[src/rtl/deadzone_camera_tracker_defines.svh]
// Assertion macros shared by the camera tracker RTL.
`ifndef DEADZONE_CAMERA_TRACKER_DEFINES_SVH
`define DEADZONE_CAMERA_TRACKER_DEFINES_SVH

// Same-cycle implication, disabled during reset.
`define DCT_ASSERT_SAME(label, clk, rst, a, c) \
  label: assert property (@(posedge clk) disable iff (rst) (a) |-> (c)) \
    else $error("camera tracker check failed");

// Next-cycle implication, disabled during reset.
`define DCT_ASSERT_NEXT(label, clk, rst, a, c) \
  label: assert property (@(posedge clk) disable iff (rst) (a) |=> (c)) \
    else $error("camera tracker check failed");

`endif

[src/rtl/dct_pkg.sv]
// Constants, request codes and helper functions of the camera tracker.
package dct_pkg;

  localparam int SCREEN_W  = 320;
  localparam int SCREEN_H  = 240;
  localparam int MIN_SPEED = 256;

  localparam int MUL_A_W = 42;
  localparam int MUL_B_W = 16;
  localparam int MUL_P_W = MUL_A_W + MUL_B_W;

  localparam logic signed [26:0] HALF_X = 27'(SCREEN_W * 128);
  localparam logic signed [26:0] HALF_Y = 27'(SCREEN_H * 128);
  localparam logic signed [26:0] FULL_X = 27'(SCREEN_W * 256);
  localparam logic signed [26:0] FULL_Y = 27'(SCREEN_H * 256);
  localparam logic [MUL_P_W-1:0] SPEED_THRESH = MUL_P_W'(MIN_SPEED * 256);

  localparam logic [1:0] REQ_UPDATE = 2'd0;
  localparam logic [1:0] REQ_MOVE   = 2'd1;
  localparam logic [1:0] REQ_SET    = 2'd2;
  localparam logic [1:0] REQ_SNAPF  = 2'd3;

  localparam logic [2:0] REG_DZ_W   = 3'd0;
  localparam logic [2:0] REG_DZ_H   = 3'd1;
  localparam logic [2:0] REG_LA_X   = 3'd2;
  localparam logic [2:0] REG_LA_Y   = 3'd3;
  localparam logic [2:0] REG_GAIN   = 3'd4;
  localparam logic [2:0] REG_SNAP   = 3'd5;
  localparam logic [2:0] REG_MAP_W  = 3'd6;
  localparam logic [2:0] REG_MAP_H  = 3'd7;

  function automatic logic signed [23:0] sat24(input logic signed [35:0] v);
    logic signed [23:0] r;
    if (v > 36'sd8388607) r = 24'sh7fffff;
    else if (v < -36'sd8388608) r = 24'sh800000;
    else r = v[23:0];
    return r;
  endfunction

  // Viewport target of an axis: focus minus half a screen, held in a nonzero map.
  function automatic logic signed [23:0] port_target(input logic signed [23:0] f,
                                                     input logic signed [26:0] half,
                                                     input logic signed [26:0] full,
                                                     input logic [15:0] map);
    logic signed [26:0] t;
    logic signed [26:0] hi;
    t  = $signed({{3{f[23]}}, f}) - half;
    hi = $signed({3'b000, map, 8'h00}) - full;
    if (map != 16'd0) begin
      if (t > hi) t = hi;
      else if (t < 27'sd0) t = 27'sd0;
    end
    return sat24(36'(t));
  endfunction

endpackage

[src/rtl/dct_smul.sv]
// Bit-serial shift-and-add multiplier, one multiplier bit per cycle.
module dct_smul (
  input  logic                        clk,
  input  logic                        rst,
  input  logic                        start,
  input  logic [dct_pkg::MUL_A_W-1:0] a,
  input  logic [dct_pkg::MUL_B_W-1:0] b,
  output logic                        done,
  output logic [dct_pkg::MUL_P_W-1:0] p
);

  logic [dct_pkg::MUL_P_W-1:0] acc;
  logic [dct_pkg::MUL_P_W-1:0] aa;
  logic [dct_pkg::MUL_B_W-1:0] bb;
  logic [3:0]                  cnt;
  logic                        busy;

  always_ff @(posedge clk) begin
    if (rst) begin
      busy <= 1'b0;
      done <= 1'b0;
      cnt  <= 4'd0;
    end else begin
      done <= !start && busy && (cnt == 4'(dct_pkg::MUL_B_W - 1));
      if (start) begin
        acc  <= '0;
        aa   <= {{dct_pkg::MUL_B_W{1'b0}}, a};
        bb   <= b;
        cnt  <= 4'd0;
        busy <= 1'b1;
      end else if (busy) begin
        if (bb[0]) acc <= acc + aa;
        aa  <= aa << 1;
        bb  <= bb >> 1;
        cnt <= cnt + 4'd1;
        if (cnt == 4'(dct_pkg::MUL_B_W - 1)) begin
          busy <= 1'b0;
        end
      end
    end
  end

  assign p = acc;

endmodule

[src/rtl/deadzone_camera_tracker.sv]
// Top level of the deadzone camera tracker: sequencer, state and ports.
//
//  channel | direction | handshake          | contents
//  in      | input     | in_valid/in_stall  | request word and entity box
//  out     | output    | out_valid/out_stall| viewport, focus, moved flag
//  cfg     | input     | cfg_we             | register index and data
//
// A move request goes from idle straight to the output state, a set request
// through the target and apply states first. An update runs the follow and
// focus states with a followed entity, then the target and a multiplier pass
// on its speed; easing adds four more multiplier passes, two for each axis.
// Input is taken only while idle.
// A finished word waits in the output register while the next one is taken.
// Synchronous reset clears the camera state and config; gain resets to 768.
`include "deadzone_camera_tracker_defines.svh"

module deadzone_camera_tracker (
  input  logic               clk,
  input  logic               rst,
  input  logic               in_valid,
  output logic               in_stall,
  input  logic [1:0]         req_type,
  input  logic               follow_valid,
  input  logic signed [23:0] ent_x,
  input  logic signed [23:0] ent_y,
  input  logic [17:0]        ent_w,
  input  logic [17:0]        ent_h,
  input  logic               grounded,
  input  logic signed [23:0] target_x,
  input  logic signed [23:0] target_y,
  input  logic [15:0]        frame_time,
  output logic               out_valid,
  input  logic               out_stall,
  output logic signed [23:0] view_x,
  output logic signed [23:0] view_y,
  output logic signed [23:0] cam_x,
  output logic signed [23:0] cam_y,
  output logic               moved,
  input  logic               cfg_we,
  input  logic [2:0]         cfg_index,
  input  logic [17:0]        cfg_data
);

  typedef enum logic [3:0] {
    S_IDLE, S_FOLLOW, S_FOCUS, S_TARGET, S_MSUM,
    S_MX1, S_MX2, S_MY1, S_MY2, S_APPLY, S_DONE
  } state_t;

  state_t state;

  logic [17:0] dzw, dzh;
  logic [15:0] lax, lay, gain, mapw, maph;
  logic        snap;

  logic [1:0]         rq;
  logic               gnd;
  logic signed [23:0] ex, ey;
  logic [17:0]        ew, eh;
  logic [15:0]        ft;

  logic signed [23:0] zx, zy, ax, ay, fx, fy, px, py, opx, opy, tx, ty;
  logic signed [24:0] dx, dy;
  logic [41:0]        tmp;
  logic [33:0]        qx, qy;
  logic               ease;

  logic               mul_start, mul_start_next, mul_done;
  logic [41:0]        mul_a;
  logic [15:0]        mul_b;
  logic [57:0]        mul_p;

  logic signed [23:0] zx_next, zy_next, ax_next, ay_next;
  logic signed [26:0] ex27, ey27, zx27, zy27, lx, rx, ly, ry;
  logic [17:0]        sx, sy;
  logic [24:0]        adx, ady;
  logic signed [35:0] sqx, sqy;
  logic signed [23:0] tgt_x, tgt_y;
  logic               in_mul;

  assign in_stall = (state != S_IDLE);
  assign in_mul   = (state == S_MSUM) || (state == S_MX1) || (state == S_MX2) ||
                    (state == S_MY1) || (state == S_MY2);

  // Deadzone follow for both axes, with the optional platform snap on y.
  always_comb begin
    ex27 = {{3{ex[23]}}, ex};
    ey27 = {{3{ey[23]}}, ey};
    zx27 = {{3{zx[23]}}, zx};
    zy27 = {{3{zy[23]}}, zy};
    sx = (ew < dzw) ? ew : dzw;
    sy = (eh < dzh) ? eh : dzh;
    lx = ex27 + $signed({9'b0, sx});
    rx = zx27 + $signed({9'b0, dzw});
    ly = ey27 + $signed({9'b0, sy});
    ry = zy27 + $signed({9'b0, dzh});
    zx_next = zx;
    ax_next = ax;
    zy_next = zy;
    ay_next = ay;
    if (ex27 < zx27) begin
      zx_next = ex;
      ax_next = -$signed({8'b0, lax});
    end else if (lx > rx) begin
      zx_next = dct_pkg::sat24(36'(lx - $signed({9'b0, dzw})));
      ax_next = $signed({8'b0, lax});
    end
    if (ey27 < zy27) begin
      zy_next = ey;
      ay_next = -$signed({8'b0, lay});
    end else if (ly > ry) begin
      zy_next = dct_pkg::sat24(36'(ly - $signed({9'b0, dzh})));
      ay_next = $signed({8'b0, lay});
    end
    if (snap && gnd)
      zy_next = dct_pkg::sat24(36'(ey27 + $signed({9'b0, eh}) - $signed({9'b0, dzh})));
  end

  always_comb begin
    tgt_x = dct_pkg::port_target(fx, dct_pkg::HALF_X, dct_pkg::FULL_X, mapw);
    tgt_y = dct_pkg::port_target(fy, dct_pkg::HALF_Y, dct_pkg::FULL_Y, maph);
  end

  always_comb begin
    adx = dx[24] ? 25'(-dx) : 25'(dx);
    ady = dy[24] ? 25'(-dy) : 25'(dy);
    sqx = dx[24] ? -$signed({2'b0, qx}) : $signed({2'b0, qx});
    sqy = dy[24] ? -$signed({2'b0, qy}) : $signed({2'b0, qy});
    unique case (state) inside
      S_MSUM:  begin mul_a = {17'b0, adx} + {17'b0, ady}; mul_b = gain; end
      S_MX1:   begin mul_a = {17'b0, adx};                mul_b = gain; end
      S_MY1:   begin mul_a = {17'b0, ady};                mul_b = gain; end
      S_MX2, S_MY2: begin mul_a = tmp;                    mul_b = ft;   end
      default: begin mul_a = '0;                          mul_b = '0;   end
    endcase
  end

  // A multiplier pass starts on the cycle after the state that asks for it.
  always_comb begin
    mul_start_next = 1'b0;
    unique case (state) inside
      S_TARGET:           mul_start_next = (rq != dct_pkg::REQ_SET);
      S_MSUM:             mul_start_next = mul_done && (mul_p > dct_pkg::SPEED_THRESH);
      S_MX1, S_MX2, S_MY1: mul_start_next = mul_done;
      default:            mul_start_next = 1'b0;
    endcase
  end

  dct_smul u_mul (
    .clk   (clk),
    .rst   (rst),
    .start (mul_start),
    .a     (mul_a),
    .b     (mul_b),
    .done  (mul_done),
    .p     (mul_p)
  );

  always_ff @(posedge clk) begin
    if (rst) begin
      state     <= S_IDLE;
      out_valid <= 1'b0;
      mul_start <= 1'b0;
      dzw <= '0; dzh <= '0; lax <= '0; lay <= '0;
      gain <= 16'd768; snap <= 1'b0; mapw <= '0; maph <= '0;
      zx <= '0; zy <= '0; ax <= '0; ay <= '0;
      fx <= '0; fy <= '0; px <= '0; py <= '0;
    end else begin
      mul_start <= mul_start_next;
      if (state == S_DONE && (!out_valid || !out_stall)) out_valid <= 1'b1;
      else if (out_valid && !out_stall) out_valid <= 1'b0;
      if (cfg_we) begin
        unique case (cfg_index)
          dct_pkg::REG_DZ_W:  dzw  <= cfg_data;
          dct_pkg::REG_DZ_H:  dzh  <= cfg_data;
          dct_pkg::REG_LA_X:  lax  <= cfg_data[15:0];
          dct_pkg::REG_LA_Y:  lay  <= cfg_data[15:0];
          dct_pkg::REG_GAIN:  gain <= cfg_data[15:0];
          dct_pkg::REG_SNAP:  snap <= cfg_data[0];
          dct_pkg::REG_MAP_W: mapw <= cfg_data[15:0];
          dct_pkg::REG_MAP_H: maph <= cfg_data[15:0];
          default: ;
        endcase
      end
      unique case (state)
        S_IDLE: begin
          if (in_valid) begin
            rq <= req_type; gnd <= grounded;
            ex <= ent_x; ey <= ent_y; ew <= ent_w; eh <= ent_h; ft <= frame_time;
            opx <= px; opy <= py;
            unique case (req_type)
              dct_pkg::REQ_MOVE: begin
                fx <= target_x; fy <= target_y;
                state <= S_DONE;
              end
              dct_pkg::REQ_SET: begin
                fx <= target_x; fy <= target_y;
                state <= S_TARGET;
              end
              default: state <= follow_valid ? S_FOLLOW : S_TARGET;
            endcase
          end
        end
        S_FOLLOW: begin
          zx <= zx_next; zy <= zy_next; ax <= ax_next; ay <= ay_next;
          state <= S_FOCUS;
        end
        S_FOCUS: begin
          fx <= dct_pkg::sat24(36'(zx27 + $signed({10'b0, dzw[17:1]}) +
                                   $signed({{3{ax[23]}}, ax})));
          fy <= dct_pkg::sat24(36'(zy27 + $signed({10'b0, dzh[17:1]}) +
                                   $signed({{3{ay[23]}}, ay})));
          state <= S_TARGET;
        end
        S_TARGET: begin
          tx <= tgt_x;
          ty <= tgt_y;
          dx <= $signed({tgt_x[23], tgt_x}) - $signed({px[23], px});
          dy <= $signed({tgt_y[23], tgt_y}) - $signed({py[23], py});
          ease <= 1'b0;
          if (rq == dct_pkg::REQ_SET) begin
            state <= S_APPLY;
          end else begin
            state <= S_MSUM;
          end
        end
        S_MSUM: begin
          if (mul_done) begin
            if (mul_p > dct_pkg::SPEED_THRESH) begin
              state <= S_MX1;
            end else begin
              state <= S_APPLY;
            end
          end
        end
        S_MX1: begin
          if (mul_done) begin
            tmp <= mul_p[41:0]; state <= S_MX2;
          end
        end
        S_MX2: begin
          if (mul_done) begin
            qx <= mul_p[57:24]; state <= S_MY1;
          end
        end
        S_MY1: begin
          if (mul_done) begin
            tmp <= mul_p[41:0]; state <= S_MY2;
          end
        end
        S_MY2: begin
          if (mul_done) begin
            qy <= mul_p[57:24]; ease <= 1'b1; state <= S_APPLY;
          end
        end
        S_APPLY: begin
          // A snapping request overrides any easing of the viewport.
          if (rq == dct_pkg::REQ_SET || rq == dct_pkg::REQ_SNAPF) begin
            px <= tx; py <= ty;
          end else if (ease) begin
            px <= dct_pkg::sat24(36'(px) + sqx);
            py <= dct_pkg::sat24(36'(py) + sqy);
          end
          state <= S_DONE;
        end
        S_DONE: begin
          if (!out_valid || !out_stall) begin
            view_x <= px; view_y <= py; cam_x <= fx; cam_y <= fy;
            moved  <= (px != opx) || (py != opy);
            state <= S_IDLE;
          end
        end
        default: state <= S_IDLE;
      endcase
    end
  end

  `DCT_ASSERT_NEXT(a_accept_leaves_idle, clk, rst, in_valid && !in_stall, state != S_IDLE)
  `DCT_ASSERT_SAME(a_mul_done_in_mul, clk, rst, mul_done, in_mul)
  `DCT_ASSERT_NEXT(a_move_no_motion, clk, rst, state == S_APPLY && rq == dct_pkg::REQ_MOVE, 1'b0)

endmodule

[config.mk]
export PLATFORM = sky130hd
export DESIGN_NAME = deadzone_camera_tracker
export DESIGN_NICKNAME = d
export VERILOG_FILES = /design/src/rtl/dct_pkg.sv /design/src/rtl/dct_smul.sv /design/src/rtl/deadzone_camera_tracker.sv
export VERILOG_INCLUDE_DIRS = /design/src /design/src/rtl
export SDC_FILE = /design/constraint.sdc
export NUM_CORES = 2
export LEC_CHECK = 0
export ABC_AREA = 1
export CORE_ASPECT_RATIO = 0.5
export CORE_MARGIN = 2
export CORE_UTILIZATION = 45
export DETAILED_ROUTE_END_ITERATION = 8
export DONT_BUFFER_PORTS = 1
export GPL_TIMING_DRIVEN = 0
export PLACE_DENSITY_LB_ADDON = 0.05
export SLEW_MARGIN = 20
export SYNTH_ARGS = -nofsm -noshare
export SYNTH_HDL_FRONTEND = slang
export SYNTH_SLANG_ARGS = --single-unit
[constraint.sdc]
create_clock -name clk -period 9.3 [get_ports clk]
set_clock_uncertainty 0.2 [all_clocks]
set_input_delay 0.465 -clock clk [delete_from_list [all_inputs] [get_ports clk]]
set_output_delay 0.465 -clock clk [all_outputs]
set_load 0.005 [all_outputs]
== Word level (Yosys, flattened, before mapping) ==
Index checks and enable logic that the tools add are counted.
Operators by class
  order comparisons: 29
  reductions and logical operators: 55
  add/subtract/negate cells: 29
  muxes and demuxes: 77
  bitwise logic cells: 1
  equal/unequal tests: 33
Operator list (count)
  $mux 24: 35
  $mux 58: 3
  $pmux 42 s4: 1
  $mux 27: 6
  $gt 26x24->1 const B: 5
  $lt 26x24->1 const B: 5
  $add 24x19->25: 5
  $gt 25x25->1: 4
  $pmux 24 s2: 2
  $sub 25x19->26: 3
  $add 24x36->36: 2
  $gt 36x24->1 const B: 2
  $lt 36x24->1 const B: 2
  $mux 36: 2
  $neg 34->36: 2
  $add 58x58->58: 1
  $gt 58x17->1 const B: 1
  $gt 27x24->1 const B: 2
  $lt 27x24->1 const B: 2
  $add 25x24->26: 2
  $add 24x18->25: 2
  $lt 25x1->1 const B: 2
  $mux 25: 2
  $neg 25->25: 2
  46 further kinds: 129
Word-level totals
  bits of input ports: 178
  output and inout bits: 99
  logic and storage cells: 272
  bits in registers: 910

== Longest topological paths before layout ==
  word-level depth: 10
  gate-level depth with buffers: 45
  depth with buffers taken out: 44

== By module ==
Synthesis repeated with hierarchy kept, for this count alone.
Unflattened totals
  cell total of the unflattened synthesis: 9103
  area, all modules: 67833.8 sq um
By module, submodules not included
  deadzone_camera_tracker: seq. area each 20029.2 sq um, instances 1, area each 57440.1 sq um, cells an instance 7530
  dct_smul: seq. area each 4083.9 sq um, instances 1, area each 10393.7 sq um, cells an instance 1573

== Worst setup path after synthesis ==
OpenSTA, ideal clock, no wires.
  kind: input to register
  start point: input port rst
  end point: register eh[0], enable pin
  stages on the path: 6
  required time: 8.437 ns
  buffers on the path: 3
  data arrival time: 7.547 ns
  setup time: 0.663 ns
  slack: 0.889 ns
  path through: clkbuf_1 -> inv_1 -> clkbuf_1 -> clkbuf_1 -> nand2_1 -> nor2_1
On the way
  longest elaborated chain between the ends: 2
Ends and longest elaborated chain
  start: declaration: line deadzone_camera_tracker.sv:19  | input logic rst,
  $not 1->1 (no source line)
  $reduce_and 3->1 (no source line)
  end signal: assignment: line deadzone_camera_tracker.sv:188  | ex <= ent_x; ey <= ent_y; ew <= ent_w; eh <= ent_h; ft <= frame_time;
  end: declaration: line deadzone_camera_tracker.sv:58  | logic [17:0] ew, eh;
Every way passes these cells.
A chain may end at the register's enable or synchronous reset.

== Worst setup path after layout ==
  start point: register dzh[1]
  end point: register zy[22]
On the way
  longest elaborated chain between the ends: 10
  elaborated cells between the ends (all ways): 20
  classes of those cells: 4 x add/sub; 6 x order compare; 8 x mux; 2 x reduce/logical
Ends and longest elaborated chain
  start: declaration: line deadzone_camera_tracker.sv:51  | logic [17:0] dzw, dzh;
  start signal: assignment: line deadzone_camera_tracker.sv:174  | dct_pkg::REG_DZ_H: dzh <= cfg_data;
  $lt 18x18->1: line deadzone_camera_tracker.sv:91  | sy = (eh < dzh) ? eh : dzh;
  $mux 18: line deadzone_camera_tracker.sv:91
  $add 24x19->25: line deadzone_camera_tracker.sv:94  | ly = ey27 + $signed({9'b0, sy});
  $sub 25x19->26: line deadzone_camera_tracker.sv:111  | zy_next = dct_pkg::sat24(36'(ly - $signed({9'b0, dzh})));
  $lt 26x24->1: line dct_pkg.sv:35  | else if (v < -36'sd8388608) r = 24'sh800000;
  $mux 24: line dct_pkg.sv:35
  $mux 24: line dct_pkg.sv:34  | if (v > 36'sd8388607) r = 24'sh7fffff;
  $mux 24: line deadzone_camera_tracker.sv:110  | end else if (ly > ry) begin
  $mux 24: line deadzone_camera_tracker.sv:107  | if (ey27 < zy27) begin
  $mux 24: line deadzone_camera_tracker.sv:114  | if (snap && gnd)
  end signal: assignment: line deadzone_camera_tracker.sv:204  | zx <= zx_next; zy <= zy_next; ax <= ax_next; ay <= ay_next;
  end: declaration: line deadzone_camera_tracker.sv:61  | logic signed [23:0] zx, zy, ax, ay, fx, fy, px, py, opx, opy, tx, ty;
Several ways; a longest one is shown, not always the timed one. The select of a mux whose other input is x is not followed.

==> key figures <==
STA
  – RSZ-0062 raised after global routing: false
  – Max Slew Vio Count: 0
  – Period utilization: 89.2%
  – Setup-failing EPs final: 0
  – Slew @ Worst Pin: 1180 ps
  – Worst slew margin: 21.0%
  – Worst hold slack: 37.1 ps
  – Fin crit period: 8300 ps
  – Setup WS post-layout: 1000 ps
  – Max Clk Rate: 121 MHz
  – Final Hold Fails: 0

Floorplan
  – Cell Rows: 99
  – Core area: 0.146 mm2
  – I/O Pins: 277
  – Die span in x: 546 um
  – Total die area: 0.150 mm2
  – Die Y: 275 um
  – Starting Density: 45.3%

Synth
  – Main synth FF type: edfxtp_1
  – Synth async-reset ratio: 0%
  – Register area share after synthesis: 36.5%
  – Mapped Cells: 8572
  – Top cells by count, synth: 1924 x nand2_1, 951 x inv_1, 887 x a21oi_1
  – Cell taking the most area after synthesis: edfxtp_1
  – Synth warn: 0
  – Synth top area share: 26.8%
  – Post-Syn Nets: 9395
  – Top-count cell post-synth: nand2_1
  – Netlist cell types: 64
  – Synth Cell Area: 0.0661 mm2
  – Number of synthesized flops with an enable pin: 589
  – Syn Area/Cell: 7.71 um2
  – Area contributors post-synth: edfxtp_1 27%, ha_1 11%, nand2_1 11%, dfxtp_1 9.7%, a21oi_1 6.7%
  – Synth Register Bits: 910

Min path
  – Min-Delay Path Depth: 5
  – Min-delay worst type: input port to flop
  – Worst-case hold path end point: state[3]
  – Min-delay src: req_type[0]

Drt
  – Total Wirelength: 234 mm
  – Number of remaining DRC errors: 0
  – Vias: 59703
  – Routed WL per cell: 21.4 um
  – DR vias/cell: 5.47
  – DR pass1 iterations: 6
  – Post-route ant nets: 0
  – 1st-iter DRT viols: 5434

Cells and area
  – Filler cell count: 14604
  – Nets: 9693
  – Final core utilization: 50.8%
  – Multi-input gate area: 0.0375 mm2
  – Post-Layout Inst Area: 0.0741 mm2
  – Layout cell share with drive strength beyond 1: 3.88%
  – FF+latch area: 0.0241 mm2
  – Area delta synth->final: 12.1%
  – Final non-filler cell total: 10922

CTS
  – Skew-Pair Late Insertion Delay: 700 ps
  – Root Buffer: clkbuf_16
  – CTS tree: yes
  – # H-tree levels: 3
  – Clock Pin Slew Worst Setup and Hold Paths: 70 ps
  – Resized cells post-CTS: 0
  – Clock Tree Buf Depth: 3
  – CTS sink count: 910
  – CTS Buf Count: 91

Setup path
  – Critical path data required time: 9690 ps
  – Reg-to-Reg End: zy[22]
  – Crit end category: flop
  – CP Max Fanout: 10
  – R2R Path Start: dzh[1]
  – FF-to-FF path depth: 38
  – R2r setup slk: 1000 ps
  – Type of origin of the critical path: flop
  – Crit. Startpoint: dzh[1]
  – Delay-heaviest family, CP: compound AO/OA/AOI/OAI gates
  – Crit path buffers/inverters: 4
  – Critical path arrival: 8690 ps
  – Crit path kind: flop to flop
  – Worst path max stage delay: 790 ps
  – Slowest CP cell: o21ai_1
  – CP dominant cell by count: nand2_1

Global routing
  – First-pass GRT wire length: 345 mm
  – Gr ovfl total: 0
  – Total Routing Usage GR: 30.3%
  – Largest net degree at the start of global routing: 28
  – Initial antenna violation count: 8
  – Vias in the first global route: 55649

Placed design
  – Post-Place Cells: 10570
  – Pre-CTS WS: 1030 ps
  – Final Wtd Congestion: 0.979
  – Number of buffers added on ports: 0
  – DP Area: 0.0691 mm2
  – HPWL after detailed placement: 190 mm

Run
  – Max-cap violation count: 0

Power and ir drop
  – LEAKAGE: 31.9 nW
  – Max VDD drop: 0.298 mV
  – PD cells: 311 mW/mm2

Run status
  – Status: finished, final reports clean
==> final cells by class <==
class | instances | area share [%]
multi-input cells | 6488 | 50.6
flip-flops and latches | 910 | 32.6
inverters | 968 | 4.91
well taps | 1969 | 3.33
clock buffers | 108 | 3.24
repair buffers | 205 | 3.09
plain buffers | 206 | 1.20
clock inverters | 61 | 1.02
diodes | 7 | 0.0237
==> worst max-delay path by stage <==
stage | depth (start not counted) | to | slack (ps)
final | 38 | zy[22] | 1000
after detailed placement | 38 | zy[22] | 1030
after floorplan | 6 | eh[0] | 890
after CTS | 38 | zy[22] | 1030
after global placement | 6 | eh[2] | -4340
after global routing | 38 | zx[4] | 330
==> registers in the layout (all words and copies together), names as in the netlist, 25 cells and up <==
name and count:
u_mul.p 58, qy 34, dx 25, tmp 42, dy 25, qx 34
u_mul.aa 58
==> power by group <==
group	internal, mW	switching [mW]	total [mW]
combinational	4.55	8.61	13.2
sequential	5.31	0.604	5.92
clock	2.21	1.79	4.00
==> worst register-to-register path, delay by kind of cell, from the launching register on <==
kind                     cells  cell delay (ps)
AO/OA/AOI/OAI               11             2690
AND/OR/NAND/NOR             18             2090
adder cells (fa/ha/maj)      4             1380
buffers and inverters        4              980
flip-flops                   1              600
XOR/XNOR                     1              250
==> logic make-up (layout without fill, tap and decap cells) <==
| group | count (synthesis) | in the layout | synth area share (%) |
|---|---|---|---|
| and+or+nand+nor | 3510 | 3510 | 22.0 |
| AOI/OAI and AO/OA | 1856 | 1856 | 15.4 |
| buffers and inverters | 1174 | 1548 | 6.84 |
| DFF | 910 | 910 | 36.5 |
| adders and majority gates | 645 | 645 | 13.0 |
| xor gates and xnor gates | 477 | 477 | 6.36 |
| other | 0 | 7 | 0 |
==> timing repair <==
item                       CTS  global route
hold buffers               176             0
setup endpoints to repair    0             0
setup buffers                0             0
hold endpoints to repair   279             0
==> metrics by stage <==
| stage | setup TNS [ps] | power, mW |
|---|---|---|
| after floorplan | 0 | 15.0 |
| after global placement | -938680 | 18.8 |
| after detailed placement | 0 | 18.8 |
| after CTS | 0 | 23.0 |
| after global routing | 0 | 24.9 |
| final | 0 | 23.1 |
==> per-layer routing <==
| metal | vias up | GRT usage, % | routed length [um] |
|---|---|---|---|
| met3 | 294 | 3.61 | 15500 |
| met5 | - | 0 | 0 |
| met4 | 0 | 8.58 | 6710 |
| met2 | 1897 | 48.1 | 102000 |
| met1 | 27951 | 43.5 | 109000 |
| li1 | 29561 | - | - |
==> cells in the final DEF (no fill, tap or decap), types with 10 or more instances in the layout <==
master         Yosys  final
a211oi_1          14     14
a21boi_0          19     19
a21o_1            54     54
a21oi_1          887    886
a22oi_1           38     38
a31oi_1           60     60
buf_1             12     12
buf_12             0     13
buf_2             25     25
buf_4              3     11
buf_6              9     10
bufinv_16          0     12
clkbuf_1         156    166
clkbuf_16          0     92
clkinv_1           8     17
clkinv_2           0     14
dfxtp_1          321    321
dlygate4sd3_1      0    176
edfxtp_1         589    589
fa_1              66     66
ha_1             579    579
inv_1            951    951
nand2_1         1924   1924
nand2_2           24     24
nand3_1          321    321
nand3b_1          14     14
nand4_1           90     90
nor2_1           870    865
nor2_2            10     10
nor3_1           127    125
nor4_1            53     52
o211ai_1          29     29
o21a_1            28     28
o21ai_0          595    595
o21ai_1           19     19
o21bai_1          37     37
o22ai_1           12     12
or2_2             43     43
xnor2_1          170    170
xor2_1           304    304
(Power assumes the default switching activity.)
